$ cat config.mk
export PLATFORM = sky130hd
export DESIGN_NAME = mtcc_timekeeper
export DESIGN_NICKNAME = d
export VERILOG_FILES = /design/src/design/mtcc_pkg.sv /design/src/design/mtcc_timekeeper.sv
export SDC_FILE = /design/constraint.sdc
export NUM_CORES = 1
export LEC_CHECK = 0
export ABC_AREA = 0
export ABC_CLOCK_PERIOD_IN_PS = 6170
export BUFFER_PORTS_ARGS = -buffer_cell sky130_fd_sc_hd__clkbuf_2
export CAP_MARGIN = 20
export CORE_MARGIN = 2
export CORE_UTILIZATION = 59
export CTS_CLUSTER_DIAMETER = 120
export DETAILED_ROUTE_END_ITERATION = 10
export GPL_TIMING_DRIVEN = 0
export PLACE_DENSITY = 0.9
export SETUP_SLACK_MARGIN = 0.1
export SYNTH_ARGS = -nofsm -noshare
export SYNTH_HDL_FRONTEND = slang
export SYNTH_SLANG_ARGS = --single-unit
$ cat constraint.sdc
create_clock -name clk -period 6.17 [get_ports clk]
set_clock_uncertainty 0.1 [all_clocks]
set_input_delay 1.234 -clock clk [delete_from_list [all_inputs] [get_ports clk]]
set_output_delay 1.234 -clock clk [all_outputs]
set_load 0.02 [all_outputs]
$ cat src/design/mtcc_pkg.sv
package mtcc_pkg;

	// operation codes
	localparam logic [1:0] OP_TICK     = 2'd0;
	localparam logic [1:0] OP_SET_TIME = 2'd1;
	localparam logic [1:0] OP_SET_DATE = 2'd2;

	localparam logic [5:0]  MINUTE_LAST = 6'd59;
	localparam logic [4:0]  HOUR_LAST   = 5'd23;
	localparam logic [3:0]  MONTH_LAST  = 4'd12;
	localparam logic [2:0]  WEEKDAY_LAST = 3'd6;
	localparam logic [7:0]  HOUR_LIMIT  = 8'd24;
	localparam logic [7:0]  MINUTE_LIMIT = 8'd60;
	localparam logic [4:0]  FEB_LEAP_DAYS = 5'd29;
	localparam logic [3:0]  MONTH_FEB   = 4'd2;

	localparam logic [5:0]  MINUTE_RESET  = 6'd0;
	localparam logic [4:0]  HOUR_RESET    = 5'd0;
	localparam logic [4:0]  DAY_RESET     = 5'd1;
	localparam logic [3:0]  MONTH_RESET   = 4'd1;
	localparam logic [15:0] YEAR_RESET    = 16'd2001;
	localparam logic [2:0]  WEEKDAY_RESET = 3'd0;

	// month length, invalid months have length 0
	localparam logic [4:0] MONTH_LEN [16] = '{
		5'd0, 5'd31, 5'd28, 5'd31, 5'd30, 5'd31, 5'd30, 5'd31,
		5'd31, 5'd30, 5'd31, 5'd30, 5'd31, 5'd0, 5'd0, 5'd0
	};

	typedef struct packed {
		logic [1:0]  operation;
		logic        trip_running;
		logic [7:0]  hour_value;
		logic [7:0]  minute_value;
		logic [4:0]  day_value;
		logic [3:0]  month_value;
		logic [15:0] year_value;
	} req_t;

	typedef struct packed {
		logic [5:0]  minute_now;
		logic [4:0]  hour_now;
		logic [4:0]  day_now;
		logic [3:0]  month_now;
		logic [15:0] year_now;
		logic [2:0]  weekday_now;
		logic        accepted;
		logic        clear_trip;
	} rsp_t;

	typedef struct packed {
		logic [5:0]  minute;
		logic [4:0]  hour;
		logic [4:0]  day;
		logic [3:0]  month;
		logic [15:0] year;
		logic [2:0]  weekday;
	} cal_t;

	function automatic logic [4:0] days_in(input logic [3:0] month, input logic [15:0] year);
		if (month == MONTH_FEB && year[1:0] == 2'b00)
			return FEB_LEAP_DAYS;
		return MONTH_LEN[month];
	endfunction

endpackage

$ cat src/design/mtcc_timekeeper.sv
module mtcc_timekeeper
	import mtcc_pkg::*;
(
	input  logic clk,
	input  logic arst_n,
	input  logic step,
	input  req_t item,
	output rsp_t result
);

	cal_t       cal_q;
	cal_t       cal_d;
	logic       acc;
	logic       clr;
	logic [4:0] dim;

	assign dim = days_in(cal_q.month, cal_q.year);

	always_comb begin
		cal_d = cal_q;
		acc   = 1'b1;
		clr   = 1'b0;
		case (item.operation)
			OP_TICK: begin
				if (cal_q.minute < MINUTE_LAST) begin
					cal_d.minute = cal_q.minute + 6'd1;
				end else begin
					cal_d.minute = '0;
					if (cal_q.hour < HOUR_LAST) begin
						cal_d.hour = cal_q.hour + 5'd1;
					end else begin
						// day rollover
						cal_d.hour = '0;
						if (cal_q.day < dim) begin
							cal_d.day = cal_q.day + 5'd1;
						end else begin
							cal_d.day = DAY_RESET;
							if (cal_q.month < MONTH_LAST) begin
								cal_d.month = cal_q.month + 4'd1;
							end else begin
								cal_d.month = MONTH_RESET;
								cal_d.year  = cal_q.year + 16'd1;
							end
						end
						if (cal_q.weekday < WEEKDAY_LAST)
							cal_d.weekday = cal_q.weekday + 3'd1;
						else
							cal_d.weekday = '0;
						clr = ~item.trip_running;
					end
				end
			end
			OP_SET_TIME: begin
				// hour is stored even if the minute is then rejected
				if (item.hour_value < HOUR_LIMIT) begin
					cal_d.hour = item.hour_value[4:0];
					if (item.minute_value < MINUTE_LIMIT)
						cal_d.minute = item.minute_value[5:0];
					else
						acc = 1'b0;
				end else begin
					acc = 1'b0;
				end
			end
			OP_SET_DATE: begin
				cal_d.day   = item.day_value;
				cal_d.month = item.month_value;
				cal_d.year  = item.year_value;
			end
			default: begin
				acc = 1'b0;
			end
		endcase
	end

	always_ff @(posedge clk or negedge arst_n) begin
		if (!arst_n) begin
			cal_q.minute  <= MINUTE_RESET;
			cal_q.hour    <= HOUR_RESET;
			cal_q.day     <= DAY_RESET;
			cal_q.month   <= MONTH_RESET;
			cal_q.year    <= YEAR_RESET;
			cal_q.weekday <= WEEKDAY_RESET;
		end else if (step) begin
			cal_q <= cal_d;
		end
	end

	always_comb begin
		result.minute_now  = cal_d.minute;
		result.hour_now    = cal_d.hour;
		result.day_now     = cal_d.day;
		result.month_now   = cal_d.month;
		result.year_now    = cal_d.year;
		result.weekday_now = cal_d.weekday;
		result.accepted    = acc;
		result.clear_trip  = clr;
	end

endmodule

# Yosys cells after proc, flatten, opt, wreduce, memory -nomap -nowiden
# Memory sizes are Yosys's and may differ from the RTL's.
# Cells that the tools add are included.
[classes] bitwise_logic=2 reduce_logical=4 n_addsub=6 eq_ne=3 mux=25 magnitude_cmp=8
[op_table] cell="case mux 25 bit (2 select lines)" n=1
[op_table] cell="two-way mux 33 bit" n=1
[op_table] cell="two-way mux 5 bit" n=6
[op_table] cell="two-way mux 28 bit" n=1
[op_table] cell="case mux 11 bit (2 select lines)" n=1
[op_table] cell="two-way mux 20 bit" n=1
[op_table] cell="adder 16 x 1 -> 16 bit, second input constant" n=1
[op_table] cell="two-way mux 16 bit" n=1
[op_table] cell="two-way mux 6 bit" n=2
[op_table] cell="two-way mux 11 bit" n=1
[op_table] cell="adder 5 x 1 -> 5 bit, second input constant" n=2
[op_table] cell="< comparator 8 x 5 -> 1 bit, second input constant" n=1
[op_table] cell="< comparator 8 x 6 -> 1 bit, second input constant" n=1
[op_table] cell="adder 6 x 1 -> 6 bit, second input constant" n=1
[op_table] cell="< comparator 6 bit, second input constant" n=1
[op_table] cell="two-way mux 1 bit" n=6
[op_table] cell="two-way mux 3 bit" n=2
[op_table] cell="greater-or-equal comparator 5 bit, second input constant" n=1
[op_table] cell="< comparator 5 bit" n=1
[op_table] cell="< comparator 5 bit, second input constant" n=1
[op_table] cell="inverter 4 -> 5 bit" n=1
[op_table] cell="adder 4 x 1 -> 4 bit, second input constant" n=1
[op_table] cell="== test 4 x 2 -> 1 bit, second input constant" n=1
[op_table] cell="zero test 2 bit" n=2
[op_table] cell="other kinds (10)" n=10
[word_totals] reg_bits=39 memories=1 rom_bits=80 word_cells=55
[mem_list] name="(no name shown)" depth=16 width=5 rd=1 rd_ports_with_merged_regs=0 wr=0 line="mtcc_pkg.sv:63" source="return MONTH_LEN[month];"

# Longest topological paths before layout
# Gate-level depths: netlist of the first run.
[logic_depth] ltp_word=10 depth_mapped=13

# Worst setup path before layout of the first run
# OpenSTA, ideal clock, no wires.
[synth_path] path_type="register to output" startpoint="register cal_q[19] (netlist name)" endpoint="output result[28] (netlist name)" arrival_time_ps=3289 path_slack_ps=1547 path_stages_with_launch=12 cell_sequence="dfstp_2 inv_1 ha_1 nand2_1 a21oi_1 a21o_1 ha_1 or4_4 a221oi_4 nor3_2 buf_2 o31ai_1"
[synth_lines] element="start, declared" line="mtcc_timekeeper.sv:11" source="cal_t cal_q;"
[synth_lines] element="start signal, assigned" line="mtcc_timekeeper.sv:85" source="cal_q <= cal_d;"
[synth_lines] element="end, declared" line="mtcc_timekeeper.sv:8" source="output rsp_t result"

==> results.toml, run 1 <==
[sta]
tightest_slew_ps = 904
hold_violations = 0
setup_viol = 0
timing.hold.ws_ps = 470
period_share = 0.858
drv_slew = 0
fin_setup_tns_ps = 0
slew_headroom = 0.392
finalCriticalPeriod_ps = 5300
fmax_ghz = 0.189
rsz0062_at_grt = "false"

[min_path]
hold_path.class = "reg2reg"

[final_layout]
nets = 627
drive_gt1_frac = 0.244
antennaDiodeCount = 0
syn_to_final_growth_pct = 17.0
largest_reg_flops = 39
regMostFlops = "cal_q"
fillers = 515
reg.largest.list = "cal_q x39"

[clocking]
cts_setup_buffers = 0
clock-sinks = 39
clock_latency_ps = 310
htree_num_levels = 2
cts_resized = 0
hold_buffers = 0
cts_buffers = 5
cts_tree = "done"
clk_pin_slew_ps = 80
cts_buffer_depth = 2
clockRootBuffer = "clkbuf_8"

[detailed_routing]
num_vias = 4595
postRouteAntennaNets = 0
route.detailed.drc = 0
drt_wl_total_mm = 12.7
routedWlPerCell_um = 19.6
drtIter0Drc = 768
vias_per_cell = 7.10
first_pass_iters = 6

[floorplan]
coreArea_um2 = 6240
row_count = 29
dieHeight_um = 83.6
die_area_um2 = 6990
start_util = 0.599
die_w_um = 83.6
boundaryPins = 88

[synth]
synthesis.area_um2 = 3740
syn-num-nets = 533
ys_ff_latch = 39
synth_edf_count = 0
synth.area.top_cells = "dfrtp_1 20%, dfstp_2 6.3%, nand2_1 5.2%, nor2_1 4.1%, nand3_1 3.7%"
syn_inst = 475
yosys.area.top_type = "dfrtp_1"
synth_ff_type = "dfrtp_1"
synthDominantCellAreaShare = 0.201
synth_warnings = 0
syn_avg_cell_area_um2 = 7.87
seq_area_frac_synth = 0.264
synthDistinctLibCells = 71
ys_async_sr_fraction = 1.00

[power_and_ir_drop]
p_int_mw = 0.579
p_clk_frac = 0.179
p_leak_nw = 1.89
p_sw_mw = 0.468
seq_power_share = 0.356
ir_worst_vdd_mv = 0.193
swShare = 0.447
p_comb_frac = 0.465
powerDensity_nw_per_um2 = 239

[placed_design]
portBuffers = 86
place.gp.congestion = 0.961
dp_hpwl_mm = 8.96

[grt]
overflow = 0
grt_max_degree = 40
grt_pass1_vias = 4291
antenna_found_initial = 0
grtUsageTotal = 0.355
grt_pass1_wl_mm = 20.4

[setup_path]
arrival_ps = 3960
slowest_stage = "dfstp_2"
critPathMaxFanout = 10
cp_data_required_time_ps = 4840
crit_family = "compound AO/OA/AOI/OAI gates"
path_cells = "inv_1, ha_1, nand2_1, a21oi_1, a21o_1, ha_1, or4_4, a221oi_4, or3_1, buf_4, buf_4, o211ai_1, o311ai_0, clkbuf_2"
crit_path_end_kind = "primary output"
path_buf_inv = 4
cpPeakStageDelay_ps = 560
cp-start-kind = "flip-flop"
crit_type = "reg2out"

[flow_run]
drv_cap = 0

[run_status]
outcome = "finished, final reports clean"
through the flow:
stage	utilization	area [um^2]	instances	power, mW	setup WS, ps
floorplan	-	3740	475	0.700	1550
global placement	0.684	4270	638	0.830	1300
detailed placement	0.684	4270	638	0.846	1250
CTS	0.697	4350	646	1.03	912
global route	0.701	4380	647	1.10	739
finish	0.701	4380	647	1.05	874
cell type report:
cell class / instances / area [um^2] / share of cell area
plain buffers: 43 / 209 / 0.0478
clock buffers: 7 / 76.3 / 0.0174
clock inverters: 1 / 5.00 / 0.00114
inverters: 13 / 48.8 / 0.0112
multi-input cells: 380 / 2490 / 0.570
flip-flops and latches: 39 / 987 / 0.226
well taps: 77 / 96.3 / 0.0220
repair buffers: 87 / 458 / 0.105
per-layer routing:
layer | up-vias | global-route usage | share of wire
met5 | - | 0 | 0
met4 | 0 | 0.201 | 0.047
met2 | 396 | 0.548 | 0.44
li1 | 2025 | - | -
met1 | 2096 | 0.466 | 0.38
met3 | 78 | 0.0702 | 0.13
power by group through the flow:
stage	registers, mW	logic, mW	clock network (mW)
after global routing	0.378	0.530	0.194
final	0.372	0.487	0.187
after detailed placement	0.373	0.472	0
after global placement	0.369	0.461	0
after CTS	0.369	0.475	0.185
after floorplan	0.356	0.344	0
placed cells by master, fill, tap and decap left out, drive strengths merged, types with 6 or more instances in the layout:
cell type  count
dfrtp         30
ha            11
a22oi         18
or3           10
o311ai        14
o21ai         25
nand4         12
a31oi          8
nor3          17
a21oi         18
inv           13
mux2i          8
a221o         11
clkbuf       121
o211ai        12
nand3         28
nor2          41
or4            6
dfstp          9
nand2         52
buf           16
mux2          11
and3           6
kinds of logic after synthesis:
| group | count (synthesis) | share of synthesized area |
|---|---|---|
| AO/OA/AOI/OAI | 153 | 0.310 |
| XOR/XNOR | 4 | 0.00937 |
| adder cells (fa/ha/maj) | 11 | 0.0368 |
| buffers and inverters | 56 | 0.0689 |
| flip-flops | 39 | 0.264 |
| multiplexers | 19 | 0.0545 |
| AND/OR/NAND/NOR | 193 | 0.256 |
synth_stat cells, types with 5 or more instances:
| library cell | count |
|---|---|
| a21oi_1 | 18 |
| a221o_1 | 11 |
| a22oi_1 | 18 |
| a31oi_1 | 8 |
| and2_1 | 5 |
| and3_1 | 6 |
| buf_2 | 7 |
| clkbuf_1 | 27 |
| dfrtp_1 | 30 |
| dfstp_2 | 9 |
| ha_1 | 11 |
| inv_1 | 12 |
| mux2_2 | 11 |
| mux2i_1 | 8 |
| nand2_1 | 52 |
| nand3_1 | 28 |
| nand4_1 | 12 |
| nor2_1 | 41 |
| nor3_1 | 16 |
| o211ai_1 | 12 |
| o21ai_0 | 24 |
| o22ai_1 | 5 |
| o311ai_0 | 12 |
| or3_1 | 10 |
final timing paths:
check	startpoint	to	slack, ps	depth (start not counted)
worst max-delay path	cal_q[19]$_DFFE_PN1P_	result[23]	870	14
worst min-delay path	cal_q[2]$_DFFE_PN0P_	cal_q[2]$_DFFE_PN0P_	470	1
worst max register to register	cal_q[19]$_DFFE_PN1P_	cal_q[8]$_DFFE_PN0P_	2560	13
worst min register to register	cal_q[2]$_DFFE_PN0P_	cal_q[2]$_DFFE_PN0P_	470	1
max in group asynchronous	arst_n	cal_q[11]$_DFFE_PN1P_	4620	2
min in group asynchronous	arst_n	cal_q[5]$_DFFE_PN0P_	780	1
(Power assumes the default switching activity.)
==> run 2: changes to the inputs <==
CORE_UTILIZATION = 55   (was 59)
PLACE_DENSITY = 0.84   (was 0.9)
==> results.toml, run 2 (same netlist as run 1, synthesis figures left out) <==
[run_status]
outcome = "finished, final reports clean"

[floorplan]
die_w_um = 86.5
dieHeight_um = 86.5
boundaryPins = 88
row_count = 30
coreArea_um2 = 6680
start_util = 0.560
die_area_um2 = 7480

[detailed_routing]
first_pass_iters = 5
drtIter0Drc = 701
postRouteAntennaNets = 0
route.detailed.drc = 0
vias_per_cell = 6.99
num_vias = 4546
drt_wl_total_mm = 12.7
routedWlPerCell_um = 19.6

[grt]
grtUsageTotal = 0.342
overflow = 0
grt_pass1_wl_mm = 20.3
antenna_found_initial = 0
grt_pass1_vias = 4130
grt_max_degree = 40

[clocking]
htree_num_levels = 2
cts_setup_buffers = 0
clockRootBuffer = "clkbuf_8"
cts_buffers = 5
hold_buffers = 0
clock-sinks = 39
cts_buffer_depth = 2
cts_tree = "done"
clk_pin_slew_ps = 90
cts_resized = 0
clock_latency_ps = 300

[final_layout]
fillers = 593
reg.largest.list = "cal_q x39"
multiInputGateArea_um2 = 2490
regMostFlops = "cal_q"
regArea_um2 = 987
final_cell_mix = "87 x clkbuf_2, 52 x nand2_1, 41 x nor2_1, 30 x dfrtp_1, 28 x nand3_1"
drive_gt1_frac = 0.247
syn_to_final_growth_pct = 17.9
antennaDiodeCount = 0
largest_reg_flops = 39
final_util = 0.660
layout_commonest_cell = "clkbuf_2"
fin_area_um2 = 4410
nets = 627

[sta]
fmax_ghz = 0.189
slew_headroom = 0.373
rsz0062_at_grt = "false"
drv_slew = 0
hold_violations = 0
tightest_slew_ps = 932
timing.hold.ws_ps = 455
setup_viol = 0
period_share = 0.856
fin_setup_tns_ps = 0
finalCriticalPeriod_ps = 5280

[setup_path]
cp_data_required_time_ps = 4840
crit_family = "compound AO/OA/AOI/OAI gates"
cpPeakStageDelay_ps = 570
crit_path_frequent_cell = "ha_1"
r2r_cells = 13
r2r_slack_ps = 2520
crit_type = "reg2out"
crit_path_end_kind = "primary output"
r2r_end = "cal_q[19]$_DFFE_PN1P_"
path_buf_inv = 3
critPathMaxFanout = 10
slowest_stage = "dfstp_2"
arrival_ps = 3950
cp-start-kind = "flip-flop"
r2r_start = "cal_q[19]$_DFFE_PN1P_"
path_cells = "inv_1, ha_1, nand2_1, a21oi_1, a21o_1, ha_1, or4_4, a221oi_4, nor3_2, buf_2, o31ai_1, clkbuf_2"

[min_path]
hold_path_end = "cal_q[2]$_DFFE_PN0P_"
hold_path.class = "reg2reg"
min_path_cells = 1
hold_start = "cal_q[2]$_DFFE_PN0P_"

[placed_design]
place.gp.congestion = 0.927
dpl_cell_area_um2 = 4270
dp_hpwl_mm = 9.10
portBuffers = 86

[power_and_ir_drop]
p_leak_nw = 1.90
ir_worst_vdd_mv = 0.157
powerDensity_nw_per_um2 = 246

[flow_run]
drv_cap = 0
[run 2: cell count changes in the layout (fill, tap and decap cells not counted), sizes merged]
| cell | delta |
|---|---|
| clkinv | +1 |
| clkbuf | -2 |
| bufinv | +1 |
[run 2: how the worst max path moves through the flow]
stage,end,start,cells past startpoint
after global routing,result[5],cal_q[19]$_DFFE_PN1P_,13
after CTS,result[23],cal_q[19]$_DFFE_PN1P_,14
final,result[28],cal_q[19]$_DFFE_PN1P_,12
after detailed placement,result[9],item[43],8
after global placement,result[23],cal_q[19]$_DFFE_PN1P_,14
after floorplan,result[28],cal_q[19]$_DFFE_PN1P_,11
[run 2: routing by layer]
layer | routed length [um] | track usage | up-vias
li1 | - | - | 2036
met1 | 5020 | 0.456 | 2092
met2 | 5660 | 0.544 | 361
met3 | 1610 | 0.0676 | 57
met4 | 456 | 0.141 | 0
met5 | 0 | 0 | -
[run 2: power breakdown]
group | switching (mW) | leakage [nW] | internal, mW
combinational | 0.292 | 1.38 | 0.192
sequential | 0.0655 | 0.460 | 0.307
clock | 0.109 | 0.0581 | 0.121
total | 0.467 | 1.90 | 0.620
[run 2: stage by stage]
step	setup slack [ps]	power, mW	instances
global route	742	1.15	650
CTS	957	1.07	649
global placement	1300	0.833	641
detailed placement	1280	0.847	641
finish	890	1.09	650
floorplan	1550	0.700	475
[run 2: layout make-up]
cell class | count | area share
Multi-Input combinational cell | 380 | 0.566
Sequential cell | 39 | 0.224
Timing Repair Buffer | 87 | 0.104
Buffer | 43 | 0.0474
Tap cell | 80 | 0.0227
Clock buffer | 5 | 0.0156
Inverter | 13 | 0.0111
Clock inverter | 3 | 0.00993
